$ cat src/design/jsu_pkg.sv
`timescale 1ns / 1ps
// shared types, codes and helper functions for the json string unescape block
// no dependencies; compiled first

package jsu_pkg;

    localparam int JSU_QUEUE_DEPTH = 2;
    localparam int PKT_BYTES       = 6;

    // result status codes
    localparam logic [2:0] ST_BYTE    = 3'd0;
    localparam logic [2:0] ST_DONE    = 3'd1;
    localparam logic [2:0] ST_UNTERM  = 3'd2;
    localparam logic [2:0] ST_BAD_U   = 3'd3;
    localparam logic [2:0] ST_UNK_ESC = 3'd4;

    localparam logic [7:0] CH_QUOTE   = 8'h22;
    localparam logic [7:0] CH_BSLASH  = 8'h5C;
    localparam logic [7:0] CH_LOWER_U = 8'h75;

    localparam logic [15:0] SURR_HI_MIN = 16'hD800;
    localparam logic [15:0] SURR_HI_MAX = 16'hDBFF;
    localparam logic [15:0] SURR_LO_MIN = 16'hDC00;
    localparam logic [15:0] SURR_LO_MAX = 16'hDFFF;
    localparam logic [20:0] SUPP_BASE   = 21'h10000;

    typedef struct packed {
        logic [3:0][7:0] b;
        logic [2:0]      len;
    } utf8_seq_t;

    // everything one input byte produces
    typedef struct packed {
        logic [PKT_BYTES-1:0][7:0] bytes;
        logic [2:0]                nbytes;
        logic [2:0]                status;
    } jsu_pkt_t;

    typedef struct packed {
        logic full;
        logic empty;
    } queue_stat_t;

    // {valid, value}
    function automatic logic [4:0] hex_val(input logic [7:0] c);
        logic [4:0] r;
        r = 5'd0;
        if (c >= 8'h30 && c <= 8'h39) begin
            r = {1'b1, 4'(c - 8'h30)};
        end
        else if (c >= 8'h61 && c <= 8'h66) begin
            r = {1'b1, 4'(c - 8'h57)};
        end
        else if (c >= 8'h41 && c <= 8'h46) begin
            r = {1'b1, 4'(c - 8'h37)};
        end
        return r;
    endfunction

    // single-byte escapes, {valid, byte}; the \u escape is handled elsewhere
    function automatic logic [8:0] esc_map(input logic [7:0] c);
        logic [8:0] r;
        case (c)
            8'h22:   r = {1'b1, 8'h22};
            8'h5C:   r = {1'b1, 8'h5C};
            8'h2F:   r = {1'b1, 8'h2F};
            8'h62:   r = {1'b1, 8'h08};
            8'h66:   r = {1'b1, 8'h0C};
            8'h6E:   r = {1'b1, 8'h0A};
            8'h72:   r = {1'b1, 8'h0D};
            8'h74:   r = {1'b1, 8'h09};
            default: r = 9'd0;
        endcase
        return r;
    endfunction

    function automatic utf8_seq_t utf8_encode(input logic [20:0] cp);
        utf8_seq_t s;
        s = '0;
        if (cp < 21'h80) begin
            s.b[0] = cp[7:0];
            s.len  = 3'd1;
        end
        else if (cp < 21'h800) begin
            s.b[0] = {3'b110, cp[10:6]};
            s.b[1] = {2'b10, cp[5:0]};
            s.len  = 3'd2;
        end
        else if (cp < SUPP_BASE) begin
            s.b[0] = {4'b1110, cp[15:12]};
            s.b[1] = {2'b10, cp[11:6]};
            s.b[2] = {2'b10, cp[5:0]};
            s.len  = 3'd3;
        end
        else begin
            s.b[0] = {5'b11110, cp[20:18]};
            s.b[1] = {2'b10, cp[17:12]};
            s.b[2] = {2'b10, cp[11:6]};
            s.b[3] = {2'b10, cp[5:0]};
            s.len  = 3'd4;
        end
        return s;
    endfunction

endpackage

$ cat src/design/jsu_if.sv
`timescale 1ns / 1ps
// valid/ready stream interfaces for the text input and the decoded results
// no dependencies

interface jsu_in_if;
    logic       valid;
    logic       ready;
    logic [7:0] in_byte;
    logic       end_of_text;

    modport source (output valid, output in_byte, output end_of_text, input ready);
    modport sink   (input valid, input in_byte, input end_of_text, output ready);
endinterface

interface jsu_out_if;
    logic       valid;
    logic       ready;
    logic [7:0] out_byte;
    logic [2:0] status;
    logic       last;

    modport source (output valid, output out_byte, output status, output last, input ready);
    modport sink   (input valid, input out_byte, input status, input last, output ready);
endinterface

$ cat src/design/jsu_front.sv
`timescale 1ns / 1ps
// front end: takes one text byte per transfer, runs the escape decoder state
// and pushes a packet of results; depends on jsu_pkg and jsu_if

module jsu_front (
    input  logic                 clk,
    input  logic                 rst_n,
    jsu_in_if.sink               text,
    input  jsu_pkg::queue_stat_t qstat,
    output logic                 push,
    output jsu_pkg::jsu_pkt_t    push_pkt
);
    import jsu_pkg::*;

    typedef enum logic [5:0] {
        M_PLAIN   = 6'b000001,
        M_ESC     = 6'b000010,
        M_HEX     = 6'b000100,
        M_WAIT_BS = 6'b001000,
        M_WAIT_U  = 6'b010000,
        M_LOW     = 6'b100000
    } mode_t;

    mode_t       mode_reg, mode_next;
    logic [1:0]  cnt_reg, cnt_next;
    logic [15:0] acc_reg, acc_next;
    logic [9:0]  held_reg, held_next;

    logic [4:0]  hex;
    logic [8:0]  esc;
    logic [15:0] acc_dig;
    logic        plain_go, esc_go, start_go, pair_go, emit_held;
    logic        sec_raw, sec_cp_en;
    logic [7:0]  raw_byte;
    logic [15:0] start_val;
    logic [20:0] sec_cp;
    logic [2:0]  st;
    logic [2:0]  sec_len;
    logic [2:0]  nbytes;
    utf8_seq_t   held_seq, cp_seq;
    logic        accept;

    assign text.ready = !qstat.full;
    assign accept     = text.valid && text.ready;

    assign hex      = hex_val(text.in_byte);
    assign esc      = esc_map(text.in_byte);
    assign acc_dig  = {acc_reg[11:0], hex[3:0]};
    assign held_seq = utf8_encode({5'd0, 6'b110110, held_reg});
    assign cp_seq   = utf8_encode(sec_cp);

    always_comb
    begin
        mode_next = mode_reg;
        cnt_next  = cnt_reg;
        acc_next  = acc_reg;
        held_next = held_reg;
        plain_go  = 1'b0;
        esc_go    = 1'b0;
        start_go  = 1'b0;
        pair_go   = 1'b0;
        emit_held = 1'b0;
        sec_raw   = 1'b0;
        sec_cp_en = 1'b0;
        raw_byte  = text.in_byte;
        start_val = acc_dig;
        sec_cp    = 21'd0;
        st        = ST_BYTE;

        case (mode_reg)
            M_ESC:
            begin
                esc_go = 1'b1;
            end
            M_HEX:
            begin
                if (!hex[4]) begin
                    st = ST_BAD_U;
                end
                else begin
                    acc_next = acc_dig;
                    if (cnt_reg == 2'd3) begin
                        cnt_next = 2'd0;
                        start_go = 1'b1;
                    end
                    else begin
                        cnt_next = cnt_reg + 2'd1;
                    end
                end
            end
            M_WAIT_BS:
            begin
                if (text.in_byte == CH_BSLASH) begin
                    mode_next = M_WAIT_U;
                end
                else begin
                    emit_held = 1'b1;
                    plain_go  = 1'b1;
                end
            end
            M_WAIT_U:
            begin
                if (text.in_byte == CH_LOWER_U) begin
                    mode_next = M_LOW;
                    cnt_next  = 2'd0;
                    acc_next  = 16'd0;
                end
                else begin
                    emit_held = 1'b1;
                    esc_go    = 1'b1;
                end
            end
            M_LOW:
            begin
                if (!hex[4]) begin
                    st = ST_BAD_U;
                end
                else begin
                    acc_next = acc_dig;
                    if (cnt_reg == 2'd3) begin
                        cnt_next = 2'd0;
                        if (acc_dig >= SURR_LO_MIN && acc_dig <= SURR_LO_MAX) begin
                            pair_go = 1'b1;
                        end
                        else begin
                            // not a low surrogate: flush the held one, decode the new value
                            emit_held = 1'b1;
                            start_go  = 1'b1;
                        end
                    end
                    else begin
                        cnt_next = cnt_reg + 2'd1;
                    end
                end
            end
            default:
            begin
                plain_go = 1'b1;
            end
        endcase

        if (plain_go) begin
            mode_next = M_PLAIN;
            if (text.in_byte == CH_QUOTE) begin
                st = ST_DONE;
            end
            else if (text.in_byte == CH_BSLASH) begin
                mode_next = M_ESC;
            end
            else begin
                sec_raw = 1'b1;
            end
        end

        if (esc_go) begin
            mode_next = M_PLAIN;
            if (text.in_byte == CH_LOWER_U) begin
                mode_next = M_HEX;
                cnt_next  = 2'd0;
                acc_next  = 16'd0;
            end
            else if (esc[8]) begin
                sec_raw  = 1'b1;
                raw_byte = esc[7:0];
            end
            else begin
                st = ST_UNK_ESC;
            end
        end

        if (start_go) begin
            if (start_val >= SURR_HI_MIN && start_val <= SURR_HI_MAX) begin
                held_next = start_val[9:0];
                mode_next = M_WAIT_BS;
            end
            else begin
                sec_cp_en = 1'b1;
                sec_cp    = {5'd0, start_val};
                mode_next = M_PLAIN;
            end
        end

        if (pair_go) begin
            sec_cp_en = 1'b1;
            sec_cp    = SUPP_BASE + {1'b0, held_reg, acc_dig[9:0]};
            mode_next = M_PLAIN;
        end

        // text ends without a closing quote
        if (st == ST_BYTE && text.end_of_text) begin
            st = (mode_next == M_HEX || mode_next == M_LOW) ? ST_BAD_U : ST_UNTERM;
        end

        if (st != ST_BYTE) begin
            mode_next = M_PLAIN;
            cnt_next  = 2'd0;
            acc_next  = 16'd0;
            held_next = 10'd0;
        end
    end

    always_comb
    begin
        sec_len = 3'd0;
        if (sec_raw) begin
            sec_len = 3'd1;
        end
        else if (sec_cp_en) begin
            sec_len = cp_seq.len;
        end
        nbytes = (emit_held ? 3'd3 : 3'd0) + sec_len;
        // an error drops whatever this byte decoded
        if (st == ST_UNTERM || st == ST_BAD_U || st == ST_UNK_ESC) begin
            nbytes = 3'd0;
        end
    end

    always_comb
    begin
        push_pkt        = '0;
        push_pkt.nbytes = nbytes;
        push_pkt.status = st;
        if (emit_held) begin
            push_pkt.bytes[0] = held_seq.b[0];
            push_pkt.bytes[1] = held_seq.b[1];
            push_pkt.bytes[2] = held_seq.b[2];
            push_pkt.bytes[3] = sec_raw ? raw_byte : cp_seq.b[0];
            push_pkt.bytes[4] = cp_seq.b[1];
            push_pkt.bytes[5] = cp_seq.b[2];
        end
        else begin
            push_pkt.bytes[0] = sec_raw ? raw_byte : cp_seq.b[0];
            push_pkt.bytes[1] = cp_seq.b[1];
            push_pkt.bytes[2] = cp_seq.b[2];
            push_pkt.bytes[3] = cp_seq.b[3];
        end
    end

    assign push = accept && (nbytes != 3'd0 || st != ST_BYTE);

    always_ff @(posedge clk or negedge rst_n)
    begin
        if (!rst_n) begin
            mode_reg <= M_PLAIN;
            cnt_reg  <= 2'd0;
            acc_reg  <= 16'd0;
            held_reg <= 10'd0;
        end
        else if (accept) begin
            mode_reg <= mode_next;
            cnt_reg  <= cnt_next;
            acc_reg  <= acc_next;
            held_reg <= held_next;
        end
    end

endmodule

$ cat src/design/jsu_queue.sv
`timescale 1ns / 1ps
// short packet queue between the decoder front end and the result serializer
// depends on jsu_pkg

module jsu_queue #(
    parameter int DEPTH = jsu_pkg::JSU_QUEUE_DEPTH
) (
    input  logic                 clk,
    input  logic                 rst_n,
    input  logic                 push,
    input  jsu_pkg::jsu_pkt_t    push_pkt,
    input  logic                 pop,
    output jsu_pkg::jsu_pkt_t    head_pkt,
    output jsu_pkg::queue_stat_t stat
);
    import jsu_pkg::*;

    localparam int PTR_W = (DEPTH > 1) ? $clog2(DEPTH) : 1;
    localparam int CNT_W = $clog2(DEPTH + 1);
    localparam logic [PTR_W-1:0] LAST_SLOT = PTR_W'(DEPTH - 1);
    localparam logic [CNT_W-1:0] FULL_CNT  = CNT_W'(DEPTH);

    jsu_pkt_t         slots [DEPTH];
    logic [PTR_W-1:0] wr_ptr_reg, wr_ptr_next;
    logic [PTR_W-1:0] rd_ptr_reg, rd_ptr_next;
    logic [CNT_W-1:0] count_reg, count_next;

    assign stat.full  = (count_reg == FULL_CNT);
    assign stat.empty = (count_reg == '0);
    assign head_pkt   = slots[rd_ptr_reg];

    always_comb
    begin
        wr_ptr_next = wr_ptr_reg;
        rd_ptr_next = rd_ptr_reg;
        count_next  = count_reg;
        if (push) begin
            wr_ptr_next = (wr_ptr_reg == LAST_SLOT) ? '0 : wr_ptr_reg + 1'b1;
        end
        if (pop) begin
            rd_ptr_next = (rd_ptr_reg == LAST_SLOT) ? '0 : rd_ptr_reg + 1'b1;
        end
        case ({push, pop})
            2'b10:   count_next = count_reg + 1'b1;
            2'b01:   count_next = count_reg - 1'b1;
            default: count_next = count_reg;
        endcase
    end

    always_ff @(posedge clk or negedge rst_n)
    begin
        if (!rst_n) begin
            wr_ptr_reg <= '0;
            rd_ptr_reg <= '0;
            count_reg  <= '0;
        end
        else begin
            wr_ptr_reg <= wr_ptr_next;
            rd_ptr_reg <= rd_ptr_next;
            count_reg  <= count_next;
        end
    end

    always_ff @(posedge clk)
    begin
        if (push) begin
            slots[wr_ptr_reg] <= push_pkt;
        end
    end

endmodule

$ cat src/design/jsu_back.sv
`timescale 1ns / 1ps
// back end: walks the head packet one result per cycle, unless stalled, into
// the output register; depends on jsu_pkg and jsu_if

module jsu_back (
    input  logic                 clk,
    input  logic                 rst_n,
    input  jsu_pkg::jsu_pkt_t    head_pkt,
    input  jsu_pkg::queue_stat_t qstat,
    output logic                 pop,
    jsu_out_if.source            decoded
);
    import jsu_pkg::*;

    logic [2:0] idx_reg, idx_next;
    logic       out_valid_reg, out_valid_next;
    logic [7:0] byte_reg, byte_next;
    logic [2:0] status_reg, status_next;
    logic       last_reg, last_next;
    logic [3:0] total;
    logic       final_res;
    logic       load;

    assign total     = {1'b0, head_pkt.nbytes} + {3'd0, head_pkt.status != ST_BYTE};
    assign final_res = ({1'b0, idx_reg} == total - 4'd1);
    assign load      = !out_valid_reg || decoded.ready;

    always_comb
    begin
        idx_next       = idx_reg;
        out_valid_next = out_valid_reg;
        byte_next      = byte_reg;
        status_next    = status_reg;
        last_next      = last_reg;
        pop            = 1'b0;
        if (load) begin
            out_valid_next = !qstat.empty;
            if (!qstat.empty) begin
                if (idx_reg < head_pkt.nbytes) begin
                    byte_next   = head_pkt.bytes[idx_reg];
                    status_next = ST_BYTE;
                end
                else begin
                    byte_next   = 8'd0;
                    status_next = head_pkt.status;
                end
                last_next = final_res;
                if (final_res) begin
                    pop      = 1'b1;
                    idx_next = 3'd0;
                end
                else begin
                    idx_next = idx_reg + 3'd1;
                end
            end
        end
    end

    always_ff @(posedge clk or negedge rst_n)
    begin
        if (!rst_n) begin
            idx_reg       <= 3'd0;
            out_valid_reg <= 1'b0;
        end
        else begin
            idx_reg       <= idx_next;
            out_valid_reg <= out_valid_next;
        end
    end

    always_ff @(posedge clk)
    begin
        byte_reg   <= byte_next;
        status_reg <= status_next;
        last_reg   <= last_next;
    end

    assign decoded.valid    = out_valid_reg;
    assign decoded.out_byte = byte_reg;
    assign decoded.status   = status_reg;
    assign decoded.last     = last_reg;

endmodule

$ cat src/design/json_string_unescape_core.sv
`timescale 1ns / 1ps
// JSON string body unescaper, top level: decoder front end, packet queue and
// result serializer; depends on jsu_pkg, jsu_if, jsu_front, jsu_queue, jsu_back
//
// usage
//   text:    one byte of the string body per transfer, after the opening quote;
//            end_of_text marks the last byte of the available text
//   decoded: one result per transfer: a decoded byte (status 0), done on the
//            closing quote, or an error code; last marks the final result of
//            the input byte that caused it
//   a byte's first result goes to a queue slot, then to the output register
//   text takes one byte per cycle while bytes decode to at most one result
//   and the receiver does not stall; a byte that expands to n results (UTF-8,
//   a flushed surrogate) waits at the queue head, the serializer emitting one
//   result a cycle unless stalled; bytes that give no result (a backslash,
//   hex digits) push nothing to the queue; after done or an error the decoder
//   restarts on the next byte; reset clears the decoder state, the queue and
//   the output valid; a stalled receiver fills the queue, then text.ready
//   drops until the serializer frees a slot

module json_string_unescape_core #(
    parameter int QUEUE_DEPTH = jsu_pkg::JSU_QUEUE_DEPTH
) (
    input  logic      clk,
    input  logic      rst_n,
    jsu_in_if.sink    text,
    jsu_out_if.source decoded
);
    import jsu_pkg::*;

    jsu_pkt_t    push_pkt;
    jsu_pkt_t    head_pkt;
    queue_stat_t qstat;
    logic        push;
    logic        pop;

    jsu_front u_front (
        .clk      (clk),
        .rst_n    (rst_n),
        .text     (text),
        .qstat    (qstat),
        .push     (push),
        .push_pkt (push_pkt)
    );

    jsu_queue #(
        .DEPTH (QUEUE_DEPTH)
    ) u_queue (
        .clk      (clk),
        .rst_n    (rst_n),
        .push     (push),
        .push_pkt (push_pkt),
        .pop      (pop),
        .head_pkt (head_pkt),
        .stat     (qstat)
    );

    jsu_back u_back (
        .clk      (clk),
        .rst_n    (rst_n),
        .head_pkt (head_pkt),
        .qstat    (qstat),
        .pop      (pop),
        .decoded  (decoded)
    );

endmodule

$ cat src/flat_wrapper.sv
// flat-port wrapper written by rule: the top's interface ports become plain ports
module json_string_unescape_core_flat import jsu_pkg::*;
#(
    parameter int QUEUE_DEPTH = jsu_pkg::JSU_QUEUE_DEPTH
)
  (clk, rst_n, text_valid, text_in_byte, text_end_of_text, text_ready, decoded_valid, decoded_out_byte, decoded_status, decoded_last, decoded_ready);
  jsu_in_if text_i ();
  jsu_out_if decoded_i ();
  input  logic clk;
  input  logic rst_n;
  input wire logic [$bits(text_i.valid)-1:0] text_valid;
  input wire logic [$bits(text_i.in_byte)-1:0] text_in_byte;
  input wire logic [$bits(text_i.end_of_text)-1:0] text_end_of_text;
  output wire logic [$bits(text_i.ready)-1:0] text_ready;
  output wire logic [$bits(decoded_i.valid)-1:0] decoded_valid;
  output wire logic [$bits(decoded_i.out_byte)-1:0] decoded_out_byte;
  output wire logic [$bits(decoded_i.status)-1:0] decoded_status;
  output wire logic [$bits(decoded_i.last)-1:0] decoded_last;
  input wire logic [$bits(decoded_i.ready)-1:0] decoded_ready;
  assign text_i.valid = text_valid;
  assign text_i.in_byte = text_in_byte;
  assign text_i.end_of_text = text_end_of_text;
  assign text_ready = text_i.ready;
  assign decoded_valid = decoded_i.valid;
  assign decoded_out_byte = decoded_i.out_byte;
  assign decoded_status = decoded_i.status;
  assign decoded_last = decoded_i.last;
  assign decoded_i.ready = decoded_ready;
  json_string_unescape_core #(.QUEUE_DEPTH(QUEUE_DEPTH)) u_core (.clk(clk), .rst_n(rst_n), .text(text_i), .decoded(decoded_i));
endmodule
$ cat config.mk
export PLATFORM = sky130hd
export DESIGN_NAME = json_string_unescape_core_flat
export DESIGN_NICKNAME = d
export VERILOG_FILES = /design/src/design/jsu_pkg.sv /design/src/design/jsu_if.sv /design/src/design/jsu_front.sv /design/src/design/jsu_queue.sv /design/src/design/jsu_back.sv /design/src/design/json_string_unescape_core.sv /design/src/flat_wrapper.sv
export SDC_FILE = /design/constraint.sdc
export NUM_CORES = 1
export LEC_CHECK = 0
export BUFFER_PORTS_ARGS = -buffer_cell sky130_fd_sc_hd__buf_4
export CAP_MARGIN = 30
export CORE_ASPECT_RATIO = 2
export CORE_MARGIN = 8
export CORE_UTILIZATION = 55
export DETAILED_ROUTE_END_ITERATION = 8
export GPL_ROUTABILITY_DRIVEN = 0
export HOLD_SLACK_MARGIN = 0.08
export MAX_ROUTING_LAYER = met4
export PLACE_DENSITY = 0.86
export SLEW_MARGIN = 40
export SYNTH_ARGS = -nofsm -noshare
export SYNTH_HDL_FRONTEND = slang
export SYNTH_HIERARCHICAL = 1
export SYNTH_SLANG_ARGS = --single-unit
export TNS_END_PERCENT = 100
$ cat constraint.sdc
create_clock -name clk -period 5.83 [get_ports clk]
set_input_delay 1.166 -clock clk [delete_from_list [all_inputs] [get_ports clk]]
set_output_delay 1.166 -clock clk [all_outputs]
set_load 0.02 [all_outputs]
* Yosys cells after proc, flatten, opt, wreduce, memory -nomap -nowiden
Memories as Yosys holds them, arrays and structs flattened.
Cells that the tools add are included.
** Operators by class
- Add/sub/neg operators :: 13
- Order comparisons :: 15
- Equal/unequal tests :: 24
- Multiplexer cells :: 94
- Bitwise operators :: 1
- Reduce and logical (&&, ||, !) cells :: 28
** Operators with widths (count)
- $mux W16 :: 9
- $pmux W9 S8 :: 1
- $eq A8 B7 Y1 const B :: 7
- $mux W8 :: 6
- $mux W6 :: 7
- $mux W3 :: 11
- $ge A16 B16 Y1 const B :: 2
- $le A16 B16 Y1 const B :: 2
- $mux W32 :: 1
- $pmux W16 S2 :: 1
- $mux W10 :: 3
- $mux W1 :: 27
- $mux W25 :: 1
- $bmux W8 S3 :: 1
- $mux W24 :: 1
- $mux W2 :: 11
- $add A17 B20 Y21 const A :: 1
- $lt A21 B12 Y1 const B :: 1
- $lt A21 B17 Y1 const B :: 1
- $lt A21 B8 Y1 const B :: 1
- $mux W21 :: 1
- $mux W19 :: 1
- $eq A8 B6 Y1 const B :: 2
- $ge A8 B7 Y1 const B :: 2
- other kinds (42) :: 74
** Storage, ports and cells
- Bits in registers :: 54
- Bits in writable memories :: 108
- Output and inout port bits :: 14
- Logic and storage cells :: 188
- Memories :: 1
** Memories
- u_core.u_queue.slots :: depth 2, width 54, rd ports 1, clocked after memory_dff 0, write ports 1, line jsu_queue.sv:23 : jsu_pkt_t slots [DEPTH];

* Logic depth before layout (Yosys ltp)
Gate-level depths: netlist of the first run.
- Depth after elaboration :: 26
- Mapped depth :: 21

* Modules after synthesis
The synthesis of the first run kept the hierarchy.
** Modules (own cells, without submodules)
- jsu_queue :: instances 1, cells an instance 184, area each 4330.4 um^2, sequential area each 3343.2 um^2
- jsu_front :: instances 1, cells an instance 489, area each 3484.6 um^2, sequential area each 752.0 um^2
- jsu_back :: instances 1, cells an instance 88, area each 1119.8 um^2, sequential area each 460.4 um^2

* Worst setup path after synthesis of the first run
No wires, ideal clock.
- Path kind :: input port to flip-flop
- From :: input port text_in_byte[7]
- To :: memory u_core/u_queue/slots[0][0] (netlist name) (enable)
- Library setup time :: 466 ps
- Arrival :: 6897 ps
- Setup slack :: -1533 ps
- Cell stages on the path :: 16
- Buffers on the path :: 3
- Path through :: clkbuf_1 > or4b_2 > or4_1 > nand2_1 > a311oi_1 > inv_1 > clkbuf_1 > clkbuf_1 > ha_1 > inv_1 > fa_1 > xnor2_1 > nor2_1 > o31a_1 > inv_1 > nor2_1
** RTL lines
- from (decl) :: line flat_wrapper.sv:12 : input wire logic [$bits(text_i.in_byte)-1:0] text_in_byte;
- to (decl) :: line jsu_queue.sv:23

==> out/metrics.yaml, run 1 <==
clock_tree:
  numCtsBuffers: 17
  cts_tree: "yes"
  root_buffer: "clkbuf_16"
  postCtsSetupRepairBufs: 0
  clockBufferDepth: 2
  clock-sinks: 158
  cts-hold-fix-buffers: 0
  cts_resized: 0
  clk_pin_slew_ns: 0.07
  clk_latency_ns: 0.44
  h-tree-depth: 4
pwr:
  power_density_mw_per_mm2: 398
  cellLeakagePower_uw: 0.00377
  vdd_drop_max_uv: 289
sta:
  worst_slack_ns: 0.640
  slew_viol_final: 0
  setup_viol: 0
  final_hold_viol_count: 0
  min_period_ns: 5.19
  rsz0062_at_grt: "false"
  worst_pin_slew_ns: 0.884
  slew_headroom_pct: 40.8
  period_share_pct: 89.0
  clock.fmax_mhz: 193
  setup_tns_ns: 0
  finClkSkew_ns: 0.0142
logic_synthesis:
  ys_async_sr_fraction_pct: 24.1
  synthCells: 761
  synthesis.area_mm2: 0.00893
  synth_flop_cell: "edfxtp_1"
  synth_cell_type_count: 87
  ys_seq_area_share_pct: 51.0
  synth-seq-cells: 158
  avgSynthCellArea_um2: 11.7
  synth_edf_count: 120
  yosysWarningCount: 6
detailed_routing:
  firstDrtPassIters: 9
  first_iter_violations: 1237
  dr_total_vias: 6792
  routedWlPerCell_um: 23.5
  wl_um: 23500
  drc: 11
  vias_per_cell: 6.80
  ant_nets: 0
grt:
  grt_antenna_before_repair: 0
  grt-ovfl-total: 0
  grt_pass1_vias: 6670
  grt_usage_pct: 23.8
  grt_pass1_wl_um: 37100
  grt_max_degree: 55
layout:
  layout_common_cells: "edfxtp_1 (120), nand2_1 (80), nor2_1 (55)"
  largest_reg_flops: 108
  multi_input_area_mm2: 0.00404
  final_common_cell: "edfxtp_1"
  finalNonFillerCells: 999
  diodes: 0
  ff_latch_area_mm2: 0.00456
  layout-drive-gt1-share_pct: 22.6
  fillers: 1171
  num-nets-final: 810
  area_growth_pct: 11.0
placed_design:
  portBuffers: 26
  dp_slack_ns: 0.399
  dp_hpwl_um: 15800
  placed_cells: 966
worst_setup_path:
  crit_fanout: 54
  cpMaxStageDelayCell: "nor3b_1"
  cp.arrival_ns: 5.26
  cp_cell_sequence: "buf_4, inv_1, ha_1, nor3b_1, nor4b_1, o21bai_1, o21ai_0, and2_1, nand2_1, ha_1, inv_1, fa_1, xnor2_1, nor2_1, o31a_1, and2_2, buf_4"
  crit_path_end_kind: "flop"
  start_kind: "input pin"
  cp_top_family: "simple AND/OR/NAND/NOR gates"
  critPathKind: "input pin to flop"
  worstPathRequired_ns: 5.90
  r2r-start: "u_core/u_front/mode_reg[1]"
  cp_slowest_stage_delay_ns: 0.61
  worst-path-buf-inv: 4
  crit_start: "text_in_byte[0]"
min_path:
  hold_path_class: "flop to flop"
  hp-start: "u_core/u_queue/count_reg[1]"
floorplanning:
  initial_core_util_pct: 55.5
  die-height_um: 196
  die_w_um: 106
  ios: 27
  core_mm2: 0.0161
  core.rowCount: 66
  dieArea_mm2: 0.0208
status:
  violations: "DRC"
  status: "finished, violations left"
flow_run:
  maxCapViolCount: 0
==> worst reg2reg max path: stages (launching register included) <==
cell,delay [ns]
dfrtp_1,0.49
or4_4,0.66
or4_1,0.62
a31oi_1,0.69
nand2_1,0.42
o21ai_0,0.28
fa_1,0.50
nand2_1,0.08
o31a_1,0.20
and2_2,0.18
buf_4,0.57
==> cell usage after synthesis (4+ instances only) <==
library cell  instances  area share, %
inv_1                23           0.97
clkbuf_1             27            1.1
a21oi_1              19            1.1
dfrtp_1              37             10
buf_1                 4           0.17
o41ai_1               5           0.49
nand2b_1              9           0.63
edfxtp_1            120             40
mux4_2                8            2.0
nor2_1               56            2.4
nor2b_1               5           0.35
nand2_1              80            3.4
or4_1                 4           0.34
and2_1                8           0.56
or3_1                 5           0.35
ha_1                 14            2.0
xnor2_1               6           0.59
and3_1                5           0.35
buf_4                 5           0.42
o32ai_1               4           0.39
xor2_1                6           0.59
nor3b_1               6           0.50
mux2_2               13            1.6
mux2_4               49            8.2
o22ai_1               5           0.35
a21o_1               10           0.84
buf_12                5            1.1
a31o_2                4           0.39
nand3_1              12           0.67
o21ai_0              39            2.2
o2111ai_1             4           0.39
a22o_1                8           0.78
a22oi_1               9           0.76
a211oi_1              6           0.50
o31ai_1              13            1.1
or2_2                 4           0.28
nor3_1               23            1.3
nor4_1               13           0.91
a31oi_1               9           0.63
==> cells by family (layout without fill, tap and decap cells) <==
family	after synthesis	in the layout	synth area share (%)
AO/OA/AOI/OAI	179	179	14.5
buffers and inverters	70	101	4.34
XOR/XNOR	13	13	1.46
other	1	4	0.0420
flip-flops	158	158	51.0
AND/OR/NAND/NOR	253	253	14.4
adder cells (fa/ha/maj)	15	15	2.18
multiplexers	72	72	12.1
==> power by group <==
| part | switching, uW | internal, uW |
|---|---|---|
| clock | 558 | 590 |
| sequential | 123 | 1460 |
| combinational | 624 | 595 |
| total | 1300 | 2640 |
==> metal layers <==
layer  wire length [um]  global-route usage, %  vias up
met2              11600                   38.0      485
li1                   -                      -     2943
met3               2450                   6.61      141
met5                  0                      -        -
met1               8180                   26.7     3223
met4               1280                   11.9        0
==> worst paths after layout <==
path                       cells after the start                           to  slack [ns]
setup reg to reg                              10  u_core/u_queue/slots[1][29]        0.74
setup / recovery                              17  u_core/u_queue/slots[1][29]        0.64
hold / removal                                 1  u_core/u_queue/count_reg[1]        0.50
min in group asynchronous                      1   u_core/u_front/mode_reg[2]        0.68
hold reg to reg                                1  u_core/u_queue/count_reg[1]        0.50
max in group asynchronous                      1    u_core/u_queue/rd_ptr_reg        4.78
==> area by class of cell <==
class,count,area share (%)
flip-flops and latches,158,45.9
multi-input cells,536,40.7
well taps,204,2.57
inverters,24,0.908
clock buffers,17,4.29
clock inverters,15,2.06
repair buffers,45,3.51
==> per-stage QoR <==
stage	total power [uW]	area [um2]	hold slack, ns	utilization (%)
floorplan	2550	8960	0.456	-
global placement	2740	9280	0.476	57.6
detailed placement	2800	9280	0.483	57.6
CTS	3950	9910	0.493	61.5
global route	4100	9920	0.523	61.6
finish	3950	9920	0.497	61.6
Note: power is estimated with default switching activity, not from simulation.
==> run 2: changes to the inputs <==
--- a/config.mk
+++ b/config.mk
@@ -8,7 +8,7 @@
 export BUFFER_PORTS_ARGS = -buffer_cell sky130_fd_sc_hd__buf_4
 export CAP_MARGIN = 30
 export CORE_ASPECT_RATIO = 2
-export CORE_MARGIN = 8
+export CORE_MARGIN = 2
 export CORE_UTILIZATION = 55
 export DETAILED_ROUTE_END_ITERATION = 8
 export GPL_ROUTABILITY_DRIVEN = 0
==> out/metrics.yaml, run 2 (synthesis results as in run 1) <==
detailed_routing:
  topRoutingLayerUsed: "met4"  # unchanged
  firstDrtPassIters: 9  # unchanged
  route.met2.wl_um: 10800  # was 11600 um
  wl_met1_um: 8280  # was 8180 um
  ant_nets: 0  # unchanged
  first_iter_violations: 1093  # was 1237
  wl_um: 22700  # was 23500 um
  vias_per_cell: 6.79  # was 6.80
  dr_total_vias: 6801  # was 6792
  routedWlPerCell_um: 22.7  # was 23.5 um
  met3WireLength_um: 2030  # was 2450 um
  drc: 116  # was 11
clock_tree:
  numCtsBuffers: 17  # unchanged
  clk_latency_ns: 0.43  # was 0.44 ns
  clk_pin_slew_ns: 0.07  # about the same
  clockBufferDepth: 2  # unchanged
  postCtsSetupRepairBufs: 0  # unchanged
  cts_resized: 0  # unchanged
  root_buffer: "clkbuf_16"  # unchanged
  h-tree-depth: 4  # unchanged
  cts-hold-fix-buffers: 0  # unchanged
  clock-sinks: 158  # unchanged
  cts_tree: "yes"  # unchanged
worst_setup_path:
  r2r_setup_slack_ns: 0.79  # was 0.74 ns
  r2r-start: "u_core/u_front/mode_reg[1]"  # unchanged
  ff2ff_path_depth: 14  # was 10
  r2r_end: "u_core/u_queue/slots[1][14]"  # was u_core/u_queue/slots[1][29]
  cp.arrival_ns: 5.26  # about the same
  crit_path_end_kind: "flop"  # unchanged
  start_kind: "input pin"  # unchanged
  critPathKind: "input pin to flop"  # unchanged
  worstPathRequired_ns: 5.89  # was 5.90 ns
  crit_fanout: 54  # unchanged
grt:
  grt_max_degree: 55  # unchanged
  grt-ovfl-total: 0  # unchanged
  grt_pass1_wl_um: 35500  # was 37100 um
  grt_usage_pct: 27.8  # was 23.8%
  grt_antenna_before_repair: 0  # unchanged
  grt_pass1_vias: 6591  # was 6670
sta:
  period_share_pct: 89.2  # was 89.0%
  whs_ns: 0.492  # was 0.497 ns
  worst_pin_slew_ns: 0.872  # was 0.884 ns
  clock.fmax_mhz: 192  # was 193 MHz
  slew_headroom_pct: 41.5  # was 40.8%
  final_hold_viol_count: 0  # unchanged
  slew_viol_final: 0  # unchanged
  rsz0062_at_grt: "false"  # unchanged
  setup_viol: 0  # unchanged
  min_period_ns: 5.20  # was 5.19 ns
  setup_tns_ns: 0  # unchanged
  finClkSkew_ns: 0.00841  # was 0.0142 ns
layout:
  layout-drive-gt1-share_pct: 23.0  # was 22.6%
  final_common_cell: "edfxtp_1"  # unchanged
  fillers: 1190  # was 1171
  diodes: 0  # unchanged
  area_growth_pct: 11.2  # was 11.0%
  layout_common_cells: "edfxtp_1 (120), nand2_1 (80), nor2_1 (55)"  # unchanged
  ff_latch_area_mm2: 0.00456  # unchanged
  multi_input_area_mm2: 0.00405  # was 0.00404 mm2
  num-nets-final: 812  # was 810
  largest_reg_flops: 108  # unchanged
floorplanning:
  die-height_um: 184  # was 196 um
  core_mm2: 0.0161  # unchanged
  initial_core_util_pct: 55.5  # unchanged
  dieArea_mm2: 0.0173  # was 0.0208 mm2
  ios: 27  # unchanged
  core.rowCount: 66  # unchanged
  die_w_um: 94.1  # was 106 um
min_path:
  min_to: "u_core/u_queue/count_reg[1]"  # unchanged
  hp-start: "u_core/u_queue/count_reg[1]"  # unchanged
  min_delay_path_depth: 1  # unchanged
  hold_path_class: "flop to flop"  # unchanged
pwr:
  vdd_drop_max_uv: 286  # was 289 uV
  p_total_uw: 3940  # was 3950 uW
  power_density_mw_per_mm2: 396  # was 398 mW/mm2
  cellLeakagePower_uw: 0.00378  # was 0.00377 uW
status:
  status: "finished, violations left"  # unchanged
  violations: "DRC"  # unchanged
placed_design:
  portBuffers: 26  # unchanged
  dp_hpwl_um: 15400  # was 15800 um
flow_run:
  maxCapViolCount: 0  # unchanged
-- run 2: cell count changes in the layout (fill, tap and decap cells not counted), sizes merged --
| cell | previous run | this run |
|---|---|---|
| clkinv | 9 | 4 |
| clkinvlp | 0 | 1 |
| inv | 30 | 33 |
| bufinv | 0 | 1 |
| buf | 44 | 46 |
-- run 2: critical path: stages --
cell,delay (ns)
buf_4,0.13
or4b_2,0.75
nor3_2,0.39
o21ai_1,0.30
o22ai_1,0.41
o21ai_0,0.14
nand2_1,0.11
ha_1,0.14
inv_1,0.05
fa_1,0.37
xnor2_1,0.14
nor2_1,0.17
o31a_1,0.23
and2_2,0.16
buf_4,0.56
-- run 2: layout make-up --
| type | count | share of cell area [%] |
|---|---|---|
| multi-input cells | 536 | 40.8 |
| inverters | 24 | 0.907 |
| flip-flops and latches | 158 | 45.9 |
| repair buffers | 47 | 3.69 |
| clock buffers | 17 | 4.28 |
| well taps | 204 | 2.57 |
| clock inverters | 15 | 1.90 |
-- run 2: worst max path at each step --
stage	startpoint	endpoint	slack, ns
5_1_grt	text_in_byte[1]	u_core/u_queue/slots[1][8]	0.27
3_3_place_gp	text_in_byte[4]	u_core/u_queue/slots[1][37]	0.49
3_5_place_dp	text_in_byte[4]	u_core/u_queue/slots[1][37]	0.29
6_report	text_in_byte[4]	u_core/u_queue/slots[1][14]	0.63
4_1_cts	text_in_byte[4]	u_core/u_queue/slots[1][24]	0.73
2_1_floorplan	text_in_byte[7]	u_core/u_queue/slots[0][0]	0.05
-- run 2: per-layer routing --
metal  vias up  track usage, %
met5         -               -
met4         0            16.5
met3       153            6.34
met2       478            42.4
met1      3209            33.6
li1       2961               -
-- run 2: through the flow --
stage          instance area, um2  worst slack, ns  utilization (%)  std cells
4_1_cts                      9910            0.728             61.5       1000
6_report                     9930            0.629             61.7       1001
5_1_grt                      9930            0.267             61.7       1001
3_5_place_dp                 9290            0.293             57.7        968
2_1_floorplan                8960           0.0468                -        764
3_3_place_gp                 9290            0.494             57.7        968
-- run 2: where the power goes --
| group | total [uW] | switching, uW | internal, uW |
|---|---|---|---|
| clock | 1140 | 521 | 621 |
| sequential | 1560 | 102 | 1460 |
| combinational | 1230 | 636 | 598 |
